--- src/rtl/core/dhcs_pkg.sv ---
package dhcs_pkg;

	// Field widths
	localparam int CYL_W     = 16;
	localparam int MOVE_W    = 18;
	localparam int DISK_W    = 17;
	localparam int CFG_IDX_W = 2;
	localparam int OUT_DATA_W = 40;   // visit_cylinder + movement_so_far, padded to bytes

	localparam logic [MOVE_W-1:0] MOVE_MAX = '1;

	// Default store capacity
	localparam int MAX_REQUESTS_DEF = 32;

	// Configuration register indexes
	typedef enum logic [CFG_IDX_W-1:0] {
		REG_MODE  = 2'd0,
		REG_SWEEP = 2'd1,
		REG_HEAD  = 2'd2,
		REG_DISK  = 2'd3
	} dhcs_reg_t;

	// Sequencer states
	typedef enum logic [2:0] {
		ST_LOAD,
		ST_SPLIT,
		ST_RUN_A,
		ST_EDGE_1,
		ST_EDGE_2,
		ST_RUN_B
	} dhcs_state_t;

	// Insert command broadcast along the row of cells
	typedef struct packed {
		logic             ins;
		logic [CYL_W-1:0] cyl;
	} dhcs_ins_t;

endpackage

--- src/rtl/core/dhcs_cell.sv ---
module dhcs_cell #(
	parameter int IDX = 0,
	parameter int CW  = 6
) (
	input  logic                        clk,
	input  dhcs_pkg::dhcs_ins_t         ins,
	input  logic [CW-1:0]               count,
	input  logic [dhcs_pkg::CYL_W-1:0]  head,
	input  logic                        prev_gt,
	input  logic [dhcs_pkg::CYL_W-1:0]  prev_val,
	input  logic                        prev_above,
	output logic                        gt,
	output logic [dhcs_pkg::CYL_W-1:0]  val,
	output logic                        above,
	output logic                        first
);

	logic                       occ;
	logic [dhcs_pkg::CYL_W-1:0] val_q;

	assign occ = count > CW'(IDX);
	assign val = val_q;

	// An empty cell acts as larger than any request
	assign gt = !occ || (val_q > ins.cyl);

	// Split flags: first occupied entry strictly above the head
	assign above = occ && (val_q > head);
	assign first = above && !prev_above;

	// Shift up from the left neighbor, or take the new request at the gap
	always_ff @(posedge clk) begin
		if (ins.ins && gt) begin
			val_q <= prev_gt ? prev_val : ins.cyl;
		end
	end

endmodule

--- src/rtl/core/dhcs_chain.sv ---
module dhcs_chain #(
	parameter int MAX_REQUESTS = dhcs_pkg::MAX_REQUESTS_DEF,
	parameter int CW = $clog2(MAX_REQUESTS + 1),
	parameter int IW = $clog2(MAX_REQUESTS)
) (
	input  logic                        clk,
	input  dhcs_pkg::dhcs_ins_t         ins,
	input  logic [CW-1:0]               count,
	input  logic [dhcs_pkg::CYL_W-1:0]  head,
	input  logic [IW-1:0]               rd_idx,
	output logic [dhcs_pkg::CYL_W-1:0]  rd_val,
	output logic [CW-1:0]               split
);

	logic                       gt_w    [MAX_REQUESTS];
	logic [dhcs_pkg::CYL_W-1:0] val_w   [MAX_REQUESTS];
	logic                       above_w [MAX_REQUESTS];
	logic [MAX_REQUESTS-1:0]    first_w;

	// Row of cells, each fed by its left neighbor
	for (genvar i = 0; i < MAX_REQUESTS; i++) begin : g_cell
		if (i == 0) begin : g_head
			dhcs_cell #(.IDX(i), .CW(CW)) u_cell (
				.clk        (clk),
				.ins        (ins),
				.count      (count),
				.head       (head),
				.prev_gt    (1'b0),
				.prev_val   ('0),
				.prev_above (1'b0),
				.gt         (gt_w[i]),
				.val        (val_w[i]),
				.above      (above_w[i]),
				.first      (first_w[i])
			);
		end else begin : g_body
			dhcs_cell #(.IDX(i), .CW(CW)) u_cell (
				.clk        (clk),
				.ins        (ins),
				.count      (count),
				.head       (head),
				.prev_gt    (gt_w[i-1]),
				.prev_val   (val_w[i-1]),
				.prev_above (above_w[i-1]),
				.gt         (gt_w[i]),
				.val        (val_w[i]),
				.above      (above_w[i]),
				.first      (first_w[i])
			);
		end
	end

	// Encode the single split marker; none means the end of the store
	always_comb begin
		logic [CW-1:0] enc;
		enc = '0;
		for (int i = 0; i < MAX_REQUESTS; i++) begin
			enc = enc | (first_w[i] ? CW'(i) : '0);
		end
		split = (|first_w) ? enc : count;
	end

	// Read port for emission
	assign rd_val = val_w[rd_idx];

endmodule

--- src/rtl/core/disk_head_cscan_clook_scheduler.sv ---
// C-SCAN / C-LOOK disk head scheduler.
//
// Requests enter on the s_axis channel, one cylinder per transfer; they are
// kept sorted in a row of cells that takes one request per cycle. A transfer
// with tlast closes the batch: s_axis_tready drops, the ST_SPLIT state finds the
// split point around start_head, and from then on one visit per cycle leaves
// on the m_axis channel whenever m_axis_tready lets the output register move.
// A batch of n requests gives n visits, plus edge visits at both ends under C-SCAN;
// the final visit carries tlast and its movement is the batch total. Requests
// beyond MAX_REQUESTS are dropped. After the final visit is loaded into the
// output register the store is empty and s_axis_tready returns.
// The output register holds a visit while m_axis_tready is low and the
// emission sequencer waits on it; nothing is lost or repeated.
// Configuration writes on the cfg channel are always ready and take effect
// at the next batch closure. Reset clears the store count, the sequencer and
// the output valid, and loads the register defaults (C-SCAN, sweep up, head
// at cylinder 0, 65536 cylinders). No clearing pass is needed.
module disk_head_cscan_clook_scheduler #(
	parameter int MAX_REQUESTS = dhcs_pkg::MAX_REQUESTS_DEF
) (
	input  logic                                clk,
	input  logic                                arst_n,
	// Request stream
	input  logic                                s_axis_tvalid,
	output logic                                s_axis_tready,
	input  logic [15:0]                         s_axis_tdata,  // [15:0] request_cylinder
	input  logic                                s_axis_tlast,  // last_request
	// Visit stream
	output logic                                m_axis_tvalid,
	input  logic                                m_axis_tready,
	output logic [dhcs_pkg::OUT_DATA_W-1:0]     m_axis_tdata,  // [15:0] visit_cylinder,
	                                                           // [33:16] movement_so_far
	output logic                                m_axis_tuser,  // edge_visit
	output logic                                m_axis_tlast,  // last_in_run
	// Configuration writes
	input  logic                                cfg_valid,
	output logic                                cfg_ready,
	input  logic [dhcs_pkg::CFG_IDX_W-1:0]      cfg_index,
	input  logic [dhcs_pkg::DISK_W-1:0]         cfg_data
);

	localparam int CW = $clog2(MAX_REQUESTS + 1);
	localparam int IW = $clog2(MAX_REQUESTS);
	localparam int CYL_W = dhcs_pkg::CYL_W;
	localparam int MOVE_W = dhcs_pkg::MOVE_W;

	// Configuration registers
	logic                          mode_q;
	logic                          sweep_q;
	logic [CYL_W-1:0]              head_q;
	logic [dhcs_pkg::DISK_W-1:0]   disk_q;

	// Control state
	dhcs_pkg::dhcs_state_t state_q, state_d;
	logic [CW-1:0]         count_q, count_d;
	logic [IW-1:0]         ptr_q, ptr_d;
	logic [CW-1:0]         split_q;
	logic                  up_q;
	logic                  cscan_q;
	logic [CYL_W-1:0]      top_q;
	logic [CYL_W-1:0]      pos_q;
	logic [MOVE_W-1:0]     mv_q;
	logic                  ov_q;

	// Output payload
	logic [CYL_W-1:0]      ocyl_q;
	logic [MOVE_W-1:0]     omv_q;
	logic                  oedge_q;
	logic                  olast_q;

	dhcs_pkg::dhcs_ins_t   ins_w;
	logic [CYL_W-1:0]      rd_val_w;
	logic [CW-1:0]         split_w;
	logic                  in_acc;
	logic                  adv;
	logic                  start;
	logic                  emit_st;
	logic [CYL_W-1:0]      vis_cyl;
	logic                  vis_edge;
	logic                  vis_last;
	logic [CYL_W-1:0]      hop;
	logic [MOVE_W:0]       sum_w;
	logic [MOVE_W-1:0]     mv_new;
	logic [CYL_W-1:0]      top_w;

	assign cfg_ready     = 1'b1;
	assign s_axis_tready = (state_q == dhcs_pkg::ST_LOAD);
	assign in_acc        = s_axis_tvalid && s_axis_tready;

	// Insert only while the store has room
	assign ins_w.ins = in_acc && (count_q < CW'(MAX_REQUESTS));
	assign ins_w.cyl = s_axis_tdata[CYL_W-1:0];

	dhcs_chain #(.MAX_REQUESTS(MAX_REQUESTS), .CW(CW), .IW(IW)) u_chain (
		.clk    (clk),
		.ins    (ins_w),
		.count  (count_q),
		.head   (head_q),
		.rd_idx (ptr_q),
		.rd_val (rd_val_w),
		.split  (split_w)
	);

	// Configuration writes
	always_ff @(posedge clk or negedge arst_n) begin
		if (!arst_n) begin
			mode_q  <= 1'b0;
			sweep_q <= 1'b1;
			head_q  <= '0;
			disk_q  <= 17'h10000;
		end else if (cfg_valid && cfg_ready) begin
			unique case (dhcs_pkg::dhcs_reg_t'(cfg_index))
				dhcs_pkg::REG_MODE:  mode_q  <= cfg_data[0];
				dhcs_pkg::REG_SWEEP: sweep_q <= cfg_data[0];
				dhcs_pkg::REG_HEAD:  head_q  <= cfg_data[CYL_W-1:0];
				dhcs_pkg::REG_DISK:  disk_q  <= cfg_data;
			endcase
		end
	end

	// Top cylinder, with out-of-range disk sizes clamped
	always_comb begin
		if (disk_q == '0) begin
			top_w = '0;
		end else if (disk_q[dhcs_pkg::DISK_W-1]) begin
			top_w = '1;
		end else begin
			top_w = disk_q[CYL_W-1:0] - CYL_W'(1);
		end
	end

	assign emit_st = (state_q == dhcs_pkg::ST_RUN_A) || (state_q == dhcs_pkg::ST_EDGE_1) ||
	                 (state_q == dhcs_pkg::ST_EDGE_2) || (state_q == dhcs_pkg::ST_RUN_B);
	assign adv     = emit_st && (!ov_q || m_axis_tready);
	assign start   = (state_q == dhcs_pkg::ST_SPLIT);

	// Next state, read pointer and the visit to emit
	always_comb begin
		logic [CW-1:0] ptr_ext;
		logic [CW-1:0] cnt_m1;
		logic          has_a;
		logic          has_b;
		logic          end_a;
		logic          end_b;
		logic [IW-1:0] ptr_step;
		logic [IW-1:0] b_init;
		ptr_ext  = CW'(ptr_q);
		cnt_m1   = count_q - CW'(1);
		has_b    = up_q ? (split_q != '0) : (split_q != count_q);
		end_a    = up_q ? (ptr_ext == cnt_m1) : (ptr_q == '0);
		end_b    = up_q ? (ptr_ext == split_q - CW'(1)) : (ptr_ext == split_q);
		ptr_step = up_q ? ptr_q + IW'(1) : ptr_q - IW'(1);
		b_init   = up_q ? '0 : cnt_m1[IW-1:0];
		has_a    = sweep_q ? (split_w != count_q) : (split_w != '0);

		state_d  = state_q;
		ptr_d    = ptr_q;
		count_d  = count_q;
		vis_cyl  = rd_val_w;
		vis_edge = 1'b0;
		vis_last = 1'b0;

		if (ins_w.ins) begin
			count_d = count_q + CW'(1);
		end

		unique case (state_q)
			dhcs_pkg::ST_LOAD: begin
				if (in_acc && s_axis_tlast) begin
					state_d = dhcs_pkg::ST_SPLIT;
				end
			end
			dhcs_pkg::ST_SPLIT: begin
				// Pick the first phase from the fresh split point
				if (has_a) begin
					state_d = dhcs_pkg::ST_RUN_A;
					ptr_d   = sweep_q ? split_w[IW-1:0] : IW'(split_w - CW'(1));
				end else if (!mode_q) begin
					state_d = dhcs_pkg::ST_EDGE_1;
				end else begin
					state_d = dhcs_pkg::ST_RUN_B;
					ptr_d   = sweep_q ? '0 : IW'(count_q - CW'(1));
				end
			end
			dhcs_pkg::ST_RUN_A: begin
				if (adv) begin
					if (!end_a) begin
						ptr_d = ptr_step;
					end else if (cscan_q) begin
						state_d = dhcs_pkg::ST_EDGE_1;
					end else if (has_b) begin
						state_d = dhcs_pkg::ST_RUN_B;
						ptr_d   = b_init;
					end else begin
						vis_last = 1'b1;
					end
				end
			end
			dhcs_pkg::ST_EDGE_1: begin
				vis_cyl  = up_q ? top_q : '0;
				vis_edge = 1'b1;
				if (adv) begin
					state_d = dhcs_pkg::ST_EDGE_2;
				end
			end
			dhcs_pkg::ST_EDGE_2: begin
				vis_cyl  = up_q ? '0 : top_q;
				vis_edge = 1'b1;
				if (adv) begin
					if (has_b) begin
						state_d = dhcs_pkg::ST_RUN_B;
						ptr_d   = b_init;
					end else begin
						vis_last = 1'b1;
					end
				end
			end
			dhcs_pkg::ST_RUN_B: begin
				if (adv) begin
					if (end_b) begin
						vis_last = 1'b1;
					end else begin
						ptr_d = ptr_step;
					end
				end
			end
			default: begin
				state_d = dhcs_pkg::ST_LOAD;
			end
		endcase

		// Close the batch and empty the store
		if (vis_last) begin
			state_d = dhcs_pkg::ST_LOAD;
			count_d = '0;
		end
	end

	// Head movement for this visit, saturating
	assign hop    = (vis_cyl > pos_q) ? (vis_cyl - pos_q) : (pos_q - vis_cyl);
	assign sum_w  = {1'b0, mv_q} + (MOVE_W + 1)'(hop);
	assign mv_new = sum_w[MOVE_W] ? dhcs_pkg::MOVE_MAX : sum_w[MOVE_W-1:0];

	// Control registers
	always_ff @(posedge clk or negedge arst_n) begin
		if (!arst_n) begin
			state_q <= dhcs_pkg::ST_LOAD;
			count_q <= '0;
			ov_q    <= 1'b0;
		end else begin
			state_q <= state_d;
			count_q <= count_d;
			if (adv) begin
				ov_q <= 1'b1;
			end else if (m_axis_tready) begin
				ov_q <= 1'b0;
			end
		end
	end

	// Batch context, head tracking and pointer
	always_ff @(posedge clk) begin
		ptr_q <= ptr_d;
		if (start) begin
			split_q <= split_w;
			up_q    <= sweep_q;
			cscan_q <= !mode_q;
			top_q   <= top_w;
			pos_q   <= head_q;
			mv_q    <= '0;
		end else if (adv) begin
			pos_q <= vis_cyl;
			mv_q  <= mv_new;
		end
	end

	// Output register payload
	always_ff @(posedge clk) begin
		if (adv) begin
			ocyl_q  <= vis_cyl;
			omv_q   <= mv_new;
			oedge_q <= vis_edge;
			olast_q <= vis_last;
		end
	end

	assign m_axis_tvalid = ov_q;
	assign m_axis_tdata  = {{(dhcs_pkg::OUT_DATA_W - MOVE_W - CYL_W){1'b0}}, omv_q, ocyl_q};
	assign m_axis_tuser  = oedge_q;
	assign m_axis_tlast  = olast_q;

	// Store count never passes the capacity
	a_count_cap: assert property (@(posedge clk) disable iff (!arst_n)
		count_q <= CW'(MAX_REQUESTS))
		else $error("request count above capacity");

	// Edge visits only come out of a C-SCAN batch
	a_edge_cscan: assert property (@(posedge clk) disable iff (!arst_n)
		m_axis_tvalid && m_axis_tuser |-> cscan_q)
		else $error("edge visit outside C-SCAN");

	// Movement never shrinks within a batch
	a_move_mono: assert property (@(posedge clk) disable iff (!arst_n)
		m_axis_tvalid && m_axis_tready && !m_axis_tlast |=>
		!m_axis_tvalid || (m_axis_tdata[33:16] >= $past(m_axis_tdata[33:16])))
		else $error("movement decreased within a batch");

endmodule
--- config.mk ---
export PLATFORM = sky130hd
export DESIGN_NAME = disk_head_cscan_clook_scheduler
export DESIGN_NICKNAME = d
export VERILOG_FILES = /design/src/rtl/core/dhcs_pkg.sv /design/src/rtl/core/dhcs_cell.sv /design/src/rtl/core/dhcs_chain.sv /design/src/rtl/core/disk_head_cscan_clook_scheduler.sv
export SDC_FILE = /design/constraint.sdc
export NUM_CORES = 2
export LEC_CHECK = 0
export ABC_AREA = 1
export BUFFER_PORTS_ARGS = -buffer_cell sky130_fd_sc_hd__buf_2
export CAP_MARGIN = 20
export CORE_MARGIN = 2
export CORE_UTILIZATION = 64
export CTS_CLUSTER_DIAMETER = 50
export DETAILED_ROUTE_END_ITERATION = 8
export PLACE_DENSITY_LB_ADDON = 0.12
export SLEW_MARGIN = 20
export SYNTH_ARGS = -nofsm -noshare
export SYNTH_HDL_FRONTEND = slang
export SYNTH_SLANG_ARGS = --single-unit
--- constraint.sdc ---
create_clock -name clk -period 8.1 [get_ports clk]
set_clock_uncertainty 0.1 [all_clocks]
set_input_delay 0.405 -clock clk [delete_from_list [all_inputs] [get_ports clk]]
set_output_delay 0.405 -clock clk [all_outputs]
set_load 0.01 [all_outputs]
==> summary.txt <==
Outcome
  – Status: completed

Clock network
  – Worst skew pair latency: 710 ps
  – CTS H-tree depth: 3
  – Setup bufs post-CTS: 0
  – Clock sink count: 656
  – TritonCTS buffer count: 95
  – Clk buf depth: 3
  – CTS root buffer: clkbuf_16
  – CTS tree: built
  – Clock slew seen by the registers of the worst setup and hold paths: 60 ps

Synth
  – Sequential area share after synthesis: 33.6%
  – Post-Synthesis Cells: 7163
  – XOR/XNOR share of the synthesized area: 0.671%
  – Post-synth EDFFs: 593
  – Main combinational cell family by area after synthesis: adder cells
  – Netlist cell types: 62
  – Synth top area share: 31.0%
  – Post-Synth Simple-Gate Area: 19.0%
  – YS warnings: 0
  – Synth area leaders: edfxtp_1, ha_1, nand2_1, o21ai_0, a21oi_1
  – Syn Area/Cell: 8.02 um2
  – Most area-hungry cell type in the Yosys netlist: edfxtp_1
  – Compound-gate portion of the synthesized area: 17.9%
  – Mux contribution to synthesized area: 0.0697%
  – Share of flip-flops with an asynchronous set or reset: 6.86%
  – Most used flip-flop cell after synthesis: edfxtp_1
  – Synth Area in Adders: 23.3%
  – Synth Register Bits: 656
  – Post-Syn Area: 57400 um2

Global route
  – Vias in the first global route: 51.9k
  – Gr ovfl total: 0
  – First-pass GRT wire length: 324 mm
  – Most crowded layer after global routing: met2
  – GRT Overall Usage: 47.4%
  – M3 GR Usage: 15.2%
  – GR Layer Usage met1: 63.5%
  – Met2 Usage GRT: 66.8%
  – Antenna violations before repair: 5
  – Pin count of the biggest net entering global routing: 95

Floorplan
  – Cell Rows: 109
  – Die area: 92200 um2
  – Core area: 88600 um2
  – Die H: 304 um
  – Initial Util: 64.8%
  – Die Wd: 304 um
  – IO Count: 86

Route
  – Via count: 56.5k
  – Routed Antenna Nets: 0
  – Initial DRT Pass Iterations: 7
  – Residual DRC count: 0
  – Total wire length: 221 mm
  – Vias/cell: 6.68
  – Initial DRC Count: 8010
  – Drt wl/cell: 26.1 um

Power and ir drop
  – Leakage power: 28.6 nW
  – PwrDens: 433 nW/um2
  – Worst vdd ir: 0.428 mV

STA
  – Maximum clock frequency: 135 MHz
  – Slew headroom: 18.9%
  – Final worst-path cycle share: 91.1%
  – Final hold viol count: 0
  – Final period demand of the worst path: 7380 ps
  – Final Setup Violations: 0
  – Setup TNS: 0 ps
  – RSZ-0062 raised after global routing: false
  – Slew @ Worst Pin: 1220 ps
  – Pins Over Slew Limit: 0

Placement
  – Placer's final routability congestion estimate: 1.06
  – Final HPWL DP: 158 mm
  – Port Buffers: 78
  – Placed Cells: 8242

Critical path
  – Most used cell, CP: nand2_1
  – Worst setup EP type: register
  – Critical path class: register to register
  – Crit path largest cell delay: 570 ps
  – Crit path arrival time: 7910 ps
  – Worst Path Max Fanout: 94
  – Slowest-stage cell, CP: edfxtp_1
  – CP Data Required Time: 8630 ps
  – CP startpoint kind: register

Finish
  – Area grow syn2layout: 9.56%
  – Fin nets: 8322
  – Final non-filler cell total: 8459
  – Share of cells above drive strength 1: 5.94%
  – Layout fillers: 7168

Run
  – Number of max-cap violations: 0

Worst hold path
  – Hold Path Class: input port to register
-- layout by cell type, fill, tap and decap left out, drive strengths merged, types with 4 or more instances in the layout --
cell type and count:
o21a 42, dfrtp 43, or2 6, mux2i 4
xnor2 15, a32o 8, edfxtp 593, nor3 82
clkbuf 115, clkinv 38, a221oi 13, buf 192
clkinvlp 5, fa 4, a21boi 4, conb 7
a21o 8, nand2 1754, xor2 29, a211oi 14
a32oi 8, o21bai 22, a21oi 532, nor2 544
inv 544, dlygate4sd3 38, ha 1064, o21ai 993
o221ai 80, nor4 6, o211ai 22, bufinv 13
dfxtp 18, nand4 119, a31oi 12, o2111ai 27
nand3 186, o22ai 73
-- cell type report --
type | instances | area, um2 | area share [%]
Clock buffer | 115 | 2610 | 4.15
Tap cell | 1165 | 1460 | 2.32
Clock inverter | 62 | 771 | 1.22
Inverter | 538 | 2040 | 3.24
Sequential cell | 656 | 19300 | 30.7
Timing Repair Buffer | 230 | 1700 | 2.70
Multi-Input combinational cell | 5692 | 35100 | 55.7
Antenna cell | 1 | 2.50 | 0.00398
-- through the flow --
| stage | power (mW) | hold WS (ps) | worst slack, ps | cell area [um2] | util (%) |
|---|---|---|---|---|---|
| 6_report | 27.2 | 41.9 | 720 | 62900 | 71.0 |
| 2_1_floorplan | 17.0 | 9.41 | 1580 | 57500 | - |
| 4_1_cts | 26.6 | 8.59 | 470 | 62900 | 71.0 |
| 5_1_grt | 29.1 | 41.6 | 111 | 62900 | 71.0 |
| 3_3_place_gp | 21.7 | 347 | 588 | 59100 | 66.7 |
| 3_5_place_dp | 22.1 | 353 | 527 | 59100 | 66.7 |
-- synth_stat cells (5+ instances only) --
cell type and instances:
nand2_1 1750, ha_1 1064, o21ai_0 972, edfxtp_1 593
nor2_1 538, a21oi_1 531, inv_1 526, clkbuf_1 237
nand3_1 185, nand4_1 119, nor3_1 81, o221ai_1 80
o22ai_1 73, dfrtp_1 43, o21a_1 42, buf_1 29
xor2_1 29, o2111ai_1 27, o211ai_1 22, o21bai_1 21
dfxtp_1 18, o21ai_1 17, xnor2_1 15, a211oi_1 14
a221oi_1 13, a31oi_1 12, buf_4 10, a21o_1 8
a32o_1 8, a32oi_1 8, inv_2 7, nor4_1 6
clkinv_1 5, nor2_2 5, or2_2 5
-- power by group --
| group | total, mW | switching (mW) | internal, mW |
|---|---|---|---|
| registers | 7.07 | 1.51 | 5.56 |
| logic | 15.7 | 10.5 | 5.19 |
| clock network | 4.50 | 1.76 | 2.74 |
-- metal layers --
layer	share of wire [%]	up-vias	wire length (um)
met3	16	904	34800
met2	40	4134	87800
met5	0.053	-	118
met1	37	26000	82400
met4	7.1	10	15800
li1	-	25500	-
-- critical path, delay by kind of cell, from the launching register on --
kind	cells	cell delay, ps
flops	1	570
fa+ha+maj	3	850
compound gates	13	2060
xor+xnor	1	200
buf+inv	9	1450
simple gates	17	2080
-- cell families after synthesis --
family | Yosys count
simple gates | 2704
compound gates | 1865
fa+ha+maj | 1068
buf+inv | 820
flops | 656
xor+xnor | 44
mux | 4
other cells | 2
-- sequential cells by signal, indices dropped and copies added (netlist names), 3 cells and up --
signal	flops
u_chain.g_cell.g_body.u_cell.val	496
mv_q	18
omv_q	18
disk_q	17
head_q	16
ocyl_q	16
pos_q	16
top_q	16
u_chain.g_cell.g_head.u_cell.val	16
count_q	6
split_q	6
ptr_q	5
state_q	3
-- worst paths after layout --
path | start | endpoint | slack, ps | cells after the start
setup / recovery | ptr_q[0]$_DFFE_PP_ | mv_q[14]$_SDFFE_PP0P_ | 720 | 43
setup reg to reg | ptr_q[0]$_DFFE_PP_ | mv_q[14]$_SDFFE_PP0P_ | 720 | 43
max in group asynchronous | arst_n | head_q[0]$_DFFE_PN0P_ | 7150 | 3
min in group asynchronous | arst_n | head_q[14]$_DFFE_PN0P_ | 260 | 3
hold / removal | m_axis_tready | m_axis_tvalid$_DFFE_PN0P_ | 40 | 4
hold reg to reg | mv_q[0]$_SDFFE_PP0P_ | mv_q[0]$_SDFFE_PP0P_ | 360 | 2
-- timing repair --
action	4_1_cts	5_1_grt
setup endpoints to repair	0	30
endpoints found under the hold margin	93	0
hold buffers	38	0
resized for setup	0	3
Power figures use the tool's default switching activity.
